[config.mk]
export PLATFORM = sky130hd
export DESIGN_NAME = tlv_frame_deframer_flat
export DESIGN_NICKNAME = d
export VERILOG_FILES = /design/src/rtl/tlvd_pkg.sv /design/src/rtl/tlvd_byte_if.sv /design/src/rtl/tlvd_result_if.sv /design/src/rtl/tlvd_cfg_if.sv /design/src/rtl/tlv_frame_deframer.sv /design/src/flat_wrapper.sv
export SDC_FILE = /design/constraint.sdc
export NUM_CORES = 1
export LEC_CHECK = 0
export BUFFER_PORTS_ARGS = -buffer_cell sky130_fd_sc_hd__buf_4
export CAP_MARGIN = 25
export CORE_UTILIZATION = 48
export CTS_CLUSTER_DIAMETER = 60
export DETAILED_ROUTE_END_ITERATION = 6
export GPL_ROUTABILITY_DRIVEN = 1
export PLACE_DENSITY_LB_ADDON = 0.2
export SYNTH_ARGS = -nofsm -noshare
export SYNTH_HDL_FRONTEND = slang
export SYNTH_SLANG_ARGS = --single-unit
[constraint.sdc]
create_clock -name clk -period 3.91 [get_ports clk]
set_clock_uncertainty 0.1 [all_clocks]
set_input_delay 0.391 -clock clk [delete_from_list [all_inputs] [get_ports clk]]
set_output_delay 0.391 -clock clk [all_outputs]
set_load 0.03 [all_outputs]
[src/rtl/tlvd_pkg.sv]
// shared types and constants for the tlv frame deframer
// no dependencies; compiled first

package tlvd_pkg;

    localparam int unsigned HDR_BYTES = 6;
    localparam int unsigned CNT_W     = 3;
    localparam int unsigned CFG_IDX_W = 3;
    localparam int unsigned CFG_DAT_W = 32;

    localparam logic [CNT_W-1:0] HDR_TYPE_POS  = CNT_W'(0);
    localparam logic [CNT_W-1:0] HDR_FLAGS_POS = CNT_W'(1);
    localparam logic [CNT_W-1:0] HDR_LAST_POS  = CNT_W'(HDR_BYTES - 1);

    typedef enum logic [1:0] {
        KIND_HEADER   = 2'd0,
        KIND_PAYLOAD  = 2'd1,
        KIND_BAD_TYPE = 2'd2,
        KIND_TOO_LONG = 2'd3
    } kind_t;

    typedef enum logic [CFG_IDX_W-1:0] {
        REG_TYPE_A      = 3'd0,
        REG_TYPE_B      = 3'd1,
        REG_TYPE_C      = 3'd2,
        REG_TYPE_D      = 3'd3,
        REG_TYPE_E      = 3'd4,
        REG_MAX_PAYLOAD = 3'd5
    } cfg_idx_t;

    localparam logic [7:0]  RST_TYPE_A      = 8'd1;
    localparam logic [7:0]  RST_TYPE_B      = 8'd2;
    localparam logic [7:0]  RST_TYPE_C      = 8'd3;
    localparam logic [7:0]  RST_TYPE_D      = 8'd4;
    localparam logic [7:0]  RST_TYPE_E      = 8'd5;
    localparam logic [31:0] RST_MAX_PAYLOAD = 32'd1048576;

endpackage

[src/rtl/tlvd_byte_if.sv]
// byte stream channel into the deframer
// no dependencies

interface tlvd_byte_if;
    logic       valid;
    logic       ready;
    logic [7:0] in_byte;

    modport source (output valid, output in_byte, input ready);
    modport sink   (input valid, input in_byte, output ready);
endinterface

[src/rtl/tlvd_result_if.sv]
// result channel out of the deframer
// depends on tlvd_pkg for the kind type

interface tlvd_result_if;
    logic                valid;
    logic                ready;
    tlvd_pkg::kind_t     kind;
    logic [7:0]          frame_type;
    logic [7:0]          frame_flags;
    logic [31:0]         payload_length;
    logic [7:0]          data_byte;
    logic                last;

    modport source (output valid, output kind, output frame_type, output frame_flags,
                    output payload_length, output data_byte, output last, input ready);
    modport sink   (input valid, input kind, input frame_type, input frame_flags,
                    input payload_length, input data_byte, input last, output ready);
endinterface

[src/rtl/tlvd_cfg_if.sv]
// register write channel of the deframer
// depends on tlvd_pkg for index and data widths

interface tlvd_cfg_if;
    logic                               valid;
    logic                               ready;
    logic [tlvd_pkg::CFG_IDX_W-1:0]     index;
    logic [tlvd_pkg::CFG_DAT_W-1:0]     data;

    modport source (output valid, output index, output data, input ready);
    modport sink   (input valid, input index, input data, output ready);
endinterface

[src/rtl/tlv_frame_deframer.sv]
// Splits a byte stream into type-length-value frames: a 6-byte header (type, flags,
// 32-bit big-endian length) followed by the payload. Each accepted byte is decoded in
// the cycle it arrives and its result, if any, lands in a single output register, so
// the block takes one byte per clock as long as the result side keeps up; the input
// is stalled only while that register holds a result not yet taken. A header gives
// one header result (last set when the length is zero), each payload byte gives one
// result, the final one marked last. A type matching none of the five configured codes,
// or a length above max_payload, gives one error result and silences the block until
// reset. Register writes are always taken, one per clock, but should be made while idle.
// depends on tlvd_pkg, tlvd_byte_if, tlvd_result_if, tlvd_cfg_if

module tlv_frame_deframer
(
    input  logic                 clk,
    input  logic                 rst_n,
    tlvd_byte_if.sink            stream,
    tlvd_result_if.source        result,
    tlvd_cfg_if.sink             cfg
);
    import tlvd_pkg::*;

    // configuration registers
    logic [7:0]  type_a_reg, type_b_reg, type_c_reg, type_d_reg, type_e_reg;
    logic [31:0] max_payload_reg;

    // frame state
    logic [CNT_W-1:0] hdr_cnt_reg, hdr_cnt_next;
    logic [7:0]       held_type_reg, held_type_next;
    logic [7:0]       held_flags_reg, held_flags_next;
    logic [31:0]      held_len_reg, held_len_next;
    logic [31:0]      bytes_left_reg, bytes_left_next;
    logic             err_reg, err_next;

    // output register
    logic             out_valid_reg, out_valid_next;
    kind_t            kind_reg, kind_next;
    logic [7:0]       otype_reg, otype_next;
    logic [7:0]       oflags_reg, oflags_next;
    logic [31:0]      olen_reg, olen_next;
    logic [7:0]       odata_reg, odata_next;
    logic             olast_reg, olast_next;

    logic in_take;
    logic out_take;
    logic emit;
    logic type_ok;

    assign cfg.ready    = 1'b1;
    assign out_take     = out_valid_reg & result.ready;
    assign stream.ready = ~out_valid_reg | result.ready;
    assign in_take      = stream.valid & stream.ready;

    always_ff @(posedge clk or negedge rst_n)
    begin
        if (!rst_n)
        begin
            type_a_reg      <= RST_TYPE_A;
            type_b_reg      <= RST_TYPE_B;
            type_c_reg      <= RST_TYPE_C;
            type_d_reg      <= RST_TYPE_D;
            type_e_reg      <= RST_TYPE_E;
            max_payload_reg <= RST_MAX_PAYLOAD;
        end
        else if (cfg.valid)
        begin
            case (cfg.index)
                REG_TYPE_A:      type_a_reg      <= cfg.data[7:0];
                REG_TYPE_B:      type_b_reg      <= cfg.data[7:0];
                REG_TYPE_C:      type_c_reg      <= cfg.data[7:0];
                REG_TYPE_D:      type_d_reg      <= cfg.data[7:0];
                REG_TYPE_E:      type_e_reg      <= cfg.data[7:0];
                REG_MAX_PAYLOAD: max_payload_reg <= cfg.data;
                default:         ;
            endcase
        end
    end

    assign type_ok = (held_type_reg == type_a_reg) || (held_type_reg == type_b_reg) ||
                     (held_type_reg == type_c_reg) || (held_type_reg == type_d_reg) ||
                     (held_type_reg == type_e_reg);

    always_comb
    begin
        hdr_cnt_next    = hdr_cnt_reg;
        held_type_next  = held_type_reg;
        held_flags_next = held_flags_reg;
        held_len_next   = held_len_reg;
        bytes_left_next = bytes_left_reg;
        err_next        = err_reg;
        emit            = 1'b0;
        kind_next       = KIND_HEADER;
        odata_next      = 8'd0;
        olast_next      = 1'b0;

        if (in_take && !err_reg)
        begin
            if (bytes_left_reg != 32'd0)
            begin
                bytes_left_next = bytes_left_reg - 32'd1;
                emit            = 1'b1;
                kind_next       = KIND_PAYLOAD;
                odata_next      = stream.in_byte;
                olast_next      = (bytes_left_reg == 32'd1);
            end
            else
            begin
                if (hdr_cnt_reg == HDR_TYPE_POS)
                begin
                    held_type_next = stream.in_byte;
                end
                else if (hdr_cnt_reg == HDR_FLAGS_POS)
                begin
                    held_flags_next = stream.in_byte;
                end
                else
                begin
                    held_len_next = {held_len_reg[23:0], stream.in_byte};
                end

                if (hdr_cnt_reg == HDR_LAST_POS)
                begin
                    hdr_cnt_next = HDR_TYPE_POS;
                    emit         = 1'b1;
                    // type byte was captured earlier, so type_ok is already settled
                    if (!type_ok)
                    begin
                        err_next  = 1'b1;
                        kind_next = KIND_BAD_TYPE;
                    end
                    else if (held_len_next > max_payload_reg)
                    begin
                        err_next  = 1'b1;
                        kind_next = KIND_TOO_LONG;
                    end
                    else
                    begin
                        bytes_left_next = held_len_next;
                        kind_next       = KIND_HEADER;
                        olast_next      = (held_len_next == 32'd0);
                    end
                end
                else
                begin
                    hdr_cnt_next = hdr_cnt_reg + CNT_W'(1);
                end
            end
        end
    end

    always_comb
    begin
        out_valid_next = out_valid_reg & ~out_take;
        otype_next     = otype_reg;
        oflags_next    = oflags_reg;
        olen_next      = olen_reg;
        if (emit)
        begin
            out_valid_next = 1'b1;
            otype_next     = held_type_next;
            oflags_next    = held_flags_next;
            olen_next      = held_len_next;
        end
    end

    always_ff @(posedge clk or negedge rst_n)
    begin
        if (!rst_n)
        begin
            hdr_cnt_reg    <= HDR_TYPE_POS;
            held_type_reg  <= 8'd0;
            held_flags_reg <= 8'd0;
            held_len_reg   <= 32'd0;
            bytes_left_reg <= 32'd0;
            err_reg        <= 1'b0;
            out_valid_reg  <= 1'b0;
        end
        else
        begin
            hdr_cnt_reg    <= hdr_cnt_next;
            held_type_reg  <= held_type_next;
            held_flags_reg <= held_flags_next;
            held_len_reg   <= held_len_next;
            bytes_left_reg <= bytes_left_next;
            err_reg        <= err_next;
            out_valid_reg  <= out_valid_next;
        end
    end

    // result payload, loaded only when a new result is produced
    always_ff @(posedge clk)
    begin
        if (emit)
        begin
            kind_reg   <= kind_next;
            odata_reg  <= odata_next;
            olast_reg  <= olast_next;
        end
        otype_reg  <= otype_next;
        oflags_reg <= oflags_next;
        olen_reg   <= olen_next;
    end

    assign result.valid          = out_valid_reg;
    assign result.kind           = kind_reg;
    assign result.frame_type     = otype_reg;
    assign result.frame_flags    = oflags_reg;
    assign result.payload_length = olen_reg;
    assign result.data_byte      = odata_reg;
    assign result.last           = olast_reg;

endmodule
[src/flat_wrapper.sv]
// flat-port wrapper written by rule: the top's interface ports become plain ports
module tlv_frame_deframer_flat import tlvd_pkg::*;
  (clk, rst_n, stream_valid, stream_in_byte, stream_ready, result_valid, result_kind, result_frame_type, result_frame_flags, result_payload_length, result_data_byte, result_last, result_ready, cfg_valid, cfg_index, cfg_data, cfg_ready);
  tlvd_byte_if stream_i ();
  tlvd_result_if result_i ();
  tlvd_cfg_if cfg_i ();
  input  logic clk;
  input  logic rst_n;
  input wire logic [$bits(stream_i.valid)-1:0] stream_valid;
  input wire logic [$bits(stream_i.in_byte)-1:0] stream_in_byte;
  output wire logic [$bits(stream_i.ready)-1:0] stream_ready;
  output wire logic [$bits(result_i.valid)-1:0] result_valid;
  output wire logic [$bits(result_i.kind)-1:0] result_kind;
  output wire logic [$bits(result_i.frame_type)-1:0] result_frame_type;
  output wire logic [$bits(result_i.frame_flags)-1:0] result_frame_flags;
  output wire logic [$bits(result_i.payload_length)-1:0] result_payload_length;
  output wire logic [$bits(result_i.data_byte)-1:0] result_data_byte;
  output wire logic [$bits(result_i.last)-1:0] result_last;
  input wire logic [$bits(result_i.ready)-1:0] result_ready;
  input wire logic [$bits(cfg_i.valid)-1:0] cfg_valid;
  input wire logic [$bits(cfg_i.index)-1:0] cfg_index;
  input wire logic [$bits(cfg_i.data)-1:0] cfg_data;
  output wire logic [$bits(cfg_i.ready)-1:0] cfg_ready;
  assign stream_i.valid = stream_valid;
  assign stream_i.in_byte = stream_in_byte;
  assign stream_ready = stream_i.ready;
  assign result_valid = result_i.valid;
  assign result_kind = result_i.kind;
  assign result_frame_type = result_i.frame_type;
  assign result_frame_flags = result_i.frame_flags;
  assign result_payload_length = result_i.payload_length;
  assign result_data_byte = result_i.data_byte;
  assign result_last = result_i.last;
  assign result_i.ready = result_ready;
  assign cfg_i.valid = cfg_valid;
  assign cfg_i.index = cfg_index;
  assign cfg_i.data = cfg_data;
  assign cfg_ready = cfg_i.ready;
  tlv_frame_deframer u_core (.clk(clk), .rst_n(rst_n), .stream(stream_i), .result(result_i), .cfg(cfg_i));
endmodule
Yosys cells after proc, flatten, opt, wreduce, memory -nomap -nowiden. Index checks and enable logic that the tools add are counted.

Bits in registers: 216. Logic and storage cells: 102. Output and inout bits: 62. Input port bits: 48.

Order comparisons: 1. Bitwise gates (word level): 9. Equal/unequal tests: 15. $add $sub $neg: 2. Muxes and demuxes: 32. Reduce and logical (&&, ||, !) cells: 23.

Operators with widths (count): 32-bit 2-to-1 mux (10); 8-bit 2-to-1 mux (7); 8-bit == test (5); 32-bit by 1-bit == test with 1-bit output (second input constant) (1); 32-bit > comparator (1); 32-bit logical NOT (1); 32-bit nonzero test (1); 32-bit by 1-bit subtractor with 32-bit output (second input constant) (1); 2-bit AND reduction (8); 1-bit 2-to-1 mux (12); 3-bit == test (second input constant) (3); 4-bit AND reduction (2); 3-bit by 1-bit == test with 1-bit output (second input constant) (2); 3-bit by 2-bit == test with 1-bit output (second input constant) (2); 3-bit logical NOT (2); 1-bit inverter (5); 1-bit logical OR (4); 2-bit 2-to-1 mux (2); 2-bit nonzero test (2); 3-bit by 1-bit adder with 3-bit output (second input constant) (1); 1-bit bitwise AND (3); 3-bit 2-to-1 mux (1); 3-bit OR reduction (1); 2-bit by 1-bit != test with 1-bit output (second input constant) (1); 4 further kinds (4).

Depth between registers and ports, before layout.
Depth in word-level cells: 10. Mapped depth: 14. Mapped depth without buffers: 11.

Least setup slack after synthesis. Ideal clock, no wire load.

Path kind: register to register. Start point: reg u_core.hdr_cnt_reg[2]. End point: reg u_core.bytes_left_reg[12]. Path buffers: 2. Required time: 3684 ps. Stages on the path, launching flop included: 14. Setup time: 126 ps. Arrival time: 3777 ps. Path slack: -93 ps. Period minus slack after synthesis: 4003 ps. Path through: dfrtp_1 -> or2_2 -> clkbuf_1 -> buf_1 -> mux2i_1 -> inv_1 -> ha_1 -> a21o_1 -> a221o_1 -> a211oi_1 -> a32oi_1 -> a2111oi_2 -> nor2_1 -> a221o_1.

Cells in the longest elaborated chain, start to end: 9. Elaborated cells on any way between the ends: 15. Classes of those cells: order compare: 1; eq/ne: 3; mux: 8; reduce/logical: 3.

Ends and longest elaborated chain: from (decl) (RTL line tlv_frame_deframer.sv:27) `logic [CNT_W-1:0] hdr_cnt_reg, hdr_cnt_next;`; from (signal assigned) (RTL line tlv_frame_deframer.sv:179) `hdr_cnt_reg <= hdr_cnt_next;`; parallel branches: the longest is 9 deep, another holds 32-bit > comparator; to (signal assigned) (RTL line tlv_frame_deframer.sv:183) `bytes_left_reg <= bytes_left_next;`; to (decl) (RTL line tlv_frame_deframer.sv:31) `logic [31:0] bytes_left_reg, bytes_left_next;`.

Several ways; the timed one is not identified. The select of a mux whose other input is x is not followed. A chain may end at the register's enable or synchronous reset.

Worst setup path in the final report.
Start point: reg u_core.hdr_cnt_reg[1]. End point: reg u_core.bytes_left_reg[19].

Same word-level chain as after synthesis.

==> impl.org <==
** Die
- Initial core utilization :: roughly half
- The die is 150.0 um wide.
- Area inside the core boundary :: 21220 um2
- 110 I/O pins were placed.
- Full die area :: around 22000 um2
- Floorplan row count :: 53
- The die is approximately 150 um tall.

** Synth
- A synthesized cell averages 11.71 um2.
- Total number of yosys warnings :: 0
- The most common cell in the synthesized netlist is sky130_fd_sc_hd__dfrtp_1.
- Leading post-synthesis cells by instance count :: 149 x sky130_fd_sc_hd__dfrtp_1, 117 x sky130_fd_sc_hd__mux2_2, 99 x sky130_fd_sc_hd__nand2_1
- Summing every instance area after synthesis gives 10510 um2.
- Share of flip-flops with an asynchronous set or reset :: 72.69%
- Of the post-synthesis cell area, the dominant cell type holds 35.47%.
- Sequential area share after synthesis :: 54.32%
- The synthesized design contains 216 register bits.
- Yosys attributes the largest share of cell area to sky130_fd_sc_hd__dfrtp_1 35%, sky130_fd_sc_hd__edfxtp_1 17%, sky130_fd_sc_hd__mux2_2 13%, sky130_fd_sc_hd__ha_1 4.2%, sky130_fd_sc_hd__nand2_1 3.5%.
- Synthesis produced a netlist whose cell count is between 800 and 900.
- Number of enable flip-flop cells after synthesis :: 59
- Number of distinct library cells after synthesis :: 73
- Synthesis produced a netlist with a net count of 981.
- Main synth FF type :: sky130_fd_sc_hd__dfrtp_1
- Of all cell types, the one taking the most synthesized area is sky130_fd_sc_hd__dfrtp_1.

** Critical path
- STA puts the critical path data arrival time at between 4 and 5 ns.
- Counting cells, the worst reg-to-reg path comes to 14.
- Traced cell by cell, the critical path runs through or2_4 -> buf_12 -> mux2i_1 -> inv_1 -> ha_1 -> nand4_1 -> nor4_1 -> buf_4 -> and4_1 -> a32oi_1 -> buf_4 -> a2111oi_4 -> nor2_1 -> a221o_1.
- The worst setup path is of the flip-flop to flip-flop kind.
- Endpoint required time on the critical path :: about 4.2 ns
- The worst setup path is captured at a flip-flop.
- Count of cell instances traversed by the critical path :: 14
- The critical path contains buffers and inverters numbering 4 combined.
- Worst Path Max Fanout :: 9
- The worst setup path is launched from a flip-flop.
- In this design, the largest share of critical-path delay is due to simple AND/OR/NAND/NOR gates.
- Maximum cell stage delay along the critical path :: 0.41 ns
- Among the stages of the critical path, the cell type that occurs most often is sky130_fd_sc_hd__buf_4.
- Crit path max-delay cell type :: sky130_fd_sc_hd__dfrtp_1

** Detailed routing
- After detailed routing, the total wire length is 27350 um.
- Number of antenna-violating nets in the routed design :: 0
- After detailed routing, the number of remaining DRC violations is 0.
- After detailed routing, the number of vias per cell comes to 5.686.
- Drt wl/cell :: 20.12 um
- First-pass iteration count of the detailed router :: 5
- Via count :: 7727
- For this block, the initial DRC count from the detailed router was roughly 660.

** Power and ir drop
- Pwr dens :: ~480 nW/um2
- Maximum resistive drop on vdd :: slightly above 0.3 mV
- Standby leakage power :: 0.005934 uW

** STA
- At the pin with the least slew margin, the transition time is roughly 0.8 ns.
- Count of final hold-check violations :: 0
- Fmax :: 0.2654 GHz
- Final setup fails :: 0
- Setup repair after global routing left no endpoint under its margin.
- Slew margin rel. :: 46.48%
- Once routing completed, OpenROAD measured the worst setup slack at between 0.1 and 0.15 ns.
- The number of pins exceeding their max-slew limit in the final report was 0.
- Setup TNS Final :: 0 ns
- Of the available clock period, the critical path in the final layout requires 96.36%.
- Min Tclk post-route :: 3.768 ns

** Clocking
- The cell sitting at the root of the clock tree is a sky130_fd_sc_hd__clkbuf_16.
- Clock slew at reported path FFs :: 0.06 ns
- Buffers inserted during clock tree synthesis total 25.
- CTS built an H-tree with a depth of 1.
- Maximum root-to-sink buffer count :: 3
- The clock net in this run drives a total of 216 sinks.
- Clock tree from TritonCTS :: built
- At the later pin of the worst-skew pair, clock insertion delay measures 0.54 ns.

** GRT
- In the global route stage, met2 resource usage came out at 38.38%.
- Antenna violations before repair :: 0
- The first global-routing pass estimated 42310 um of wire.
- Entering global routing, the biggest net connects 85 pins.
- In the global route stage, met3 resource usage came out at 3.659%.
- Global router's overall resource usage :: 24.87%
- The global routing stage identified its most utilized layer as met2.
- The number of global-route vias before repair is 7483.
- After global routing the overflow that remains totals 0.
- Met1 track demand over resource in global routing :: a little over a third

** Cells and area
- Layout cell share with drive strength beyond 1 :: 31.09%
- The area growth from synthesis to layout is 23.46%.
- Final design area excluding fillers :: between 10000 and 15000 um2
- Number of antenna diodes :: 0
- Layout net count :: 1148

** Outcome
- Run status :: completed

** Placed design
- Placed Instance Area :: 11880 um2
- Placed wire-length estimate :: 19400 um
- Final estimated routing congestion in global placement :: 0.9125
- Pre-CTS setup slack :: -0.1482 ns
- Number of port buffers :: 108

** Run
- Max-cap viol count :: 0

** Hold path
- In this run the worst hold path is classified as input port to flip-flop.
- Count of cells along the worst hold path :: 2
## cell usage in the layout (no fill, tap or decap), drive strengths merged, types with 4 or more instances in the layout
cell           n
a211oi         8
a21o           4
a21oi         31
a221o          5
a311oi         4
a31oi          6
and3          11
buf          156
clkbuf        34
clkinv         5
dfrtp        149
dfstp          8
dlygate4sd3   22
edfxtp        59
ha            35
inv           50
mux2         117
mux2i         13
nand2        101
nand3         14
nand4         17
nor2          46
nor3          16
nor4          27
o21ai         30
o32ai          8
or3            4
or4            8
xor2          40
## worst reg2reg max path: cells and delay by family, from the launching register on
kind	cells	cell delay, ns
flip-flops	1	0.41
adder cells (fa/ha/maj)	1	0.31
AND/OR/NAND/NOR	5	1.18
AO/OA/AOI/OAI	3	0.86
buffers and inverters	4	0.61
multiplexers	1	0.19
## report_power, final
part           leakage, uW  internal [uW]  switching, uW
Sequential         0.00256           2620            232
Combinational      0.00297            457            531
Clock             0.000400           1380            960
Total              0.00593           4460           1720
## final cells by class
class,instances,area [um2]
flip-flops and latches,216,5710
clock buffers,34,689.4
repair buffers,178,1430
inverters,46,172.7
well taps,275,344.1
multi-input cells,598,4496
fillers,1776,8242
clock inverters,12,136.4
## per-layer routing
layer / vias up / part of all wire (%)
met4: 0 / 1.8
met5: - / 0
met2: 262 / 46
li1: 3604 / -
met3: 37 / 5.9
met1: 3824 / 46
## worst paths after layout
check / from / endpoint / slack (ns)
min in group asynchronous: rst_n / u_core.bytes_left_reg[29] / 0.40
min reg2reg: u_core.err_reg / u_core.err_reg / 0.37
min: cfg_data[25] / u_core.max_payload_reg[25] / 0.007
max in group asynchronous: rst_n / u_core.type_b_reg[1] / 2.39
max: u_core.hdr_cnt_reg[1] / u_core.bytes_left_reg[19] / 0.14
max reg2reg: u_core.hdr_cnt_reg[1] / u_core.bytes_left_reg[19] / 0.14
## repair_timing
action                                  CTS  global route
hold buffers                             21             1
endpoints found under the setup margin    4            11
pin swaps                                 0             1
cloned                                    0             0
gates resized for setup                   2             4
endpoints found under the hold margin   100             1
setup buffers                             0             2
## cells by family (layout without fill, tap and decap cells)
| family | after synthesis | after routing | share of synthesized area, % |
|---|---|---|---|
| other | 1 | 1 | 0.03567 |
| XOR/XNOR | 42 | 42 | 3.499 |
| multiplexers | 130 | 130 | 13.77 |
| AND/OR/NAND/NOR | 268 | 268 | 12.89 |
| adder cells (fa/ha/maj) | 35 | 35 | 4.166 |
| AO/OA/AOI/OAI | 122 | 122 | 8.117 |
| flip-flops | 216 | 216 | 54.32 |
| buffers and inverters | 84 | 270 | 3.201 |
## metrics by stage
step / hold WS, ns / utilization (%) / instances / total power [uW]
after floorplan: -0.004591 / - / 898 / 3492
after global placement: 0.3594 / 55.94 / 1288 / 3821
after detailed placement: 0.3676 / 55.96 / 1289 / 3854
after CTS: 0.001345 / 60.86 / 1356 / 6217
after global routing: 0.006732 / 61.16 / 1359 / 6451
final: 0.006537 / 61.16 / 1359 / 6188
Note: power is estimated with default switching activity, not from simulation.
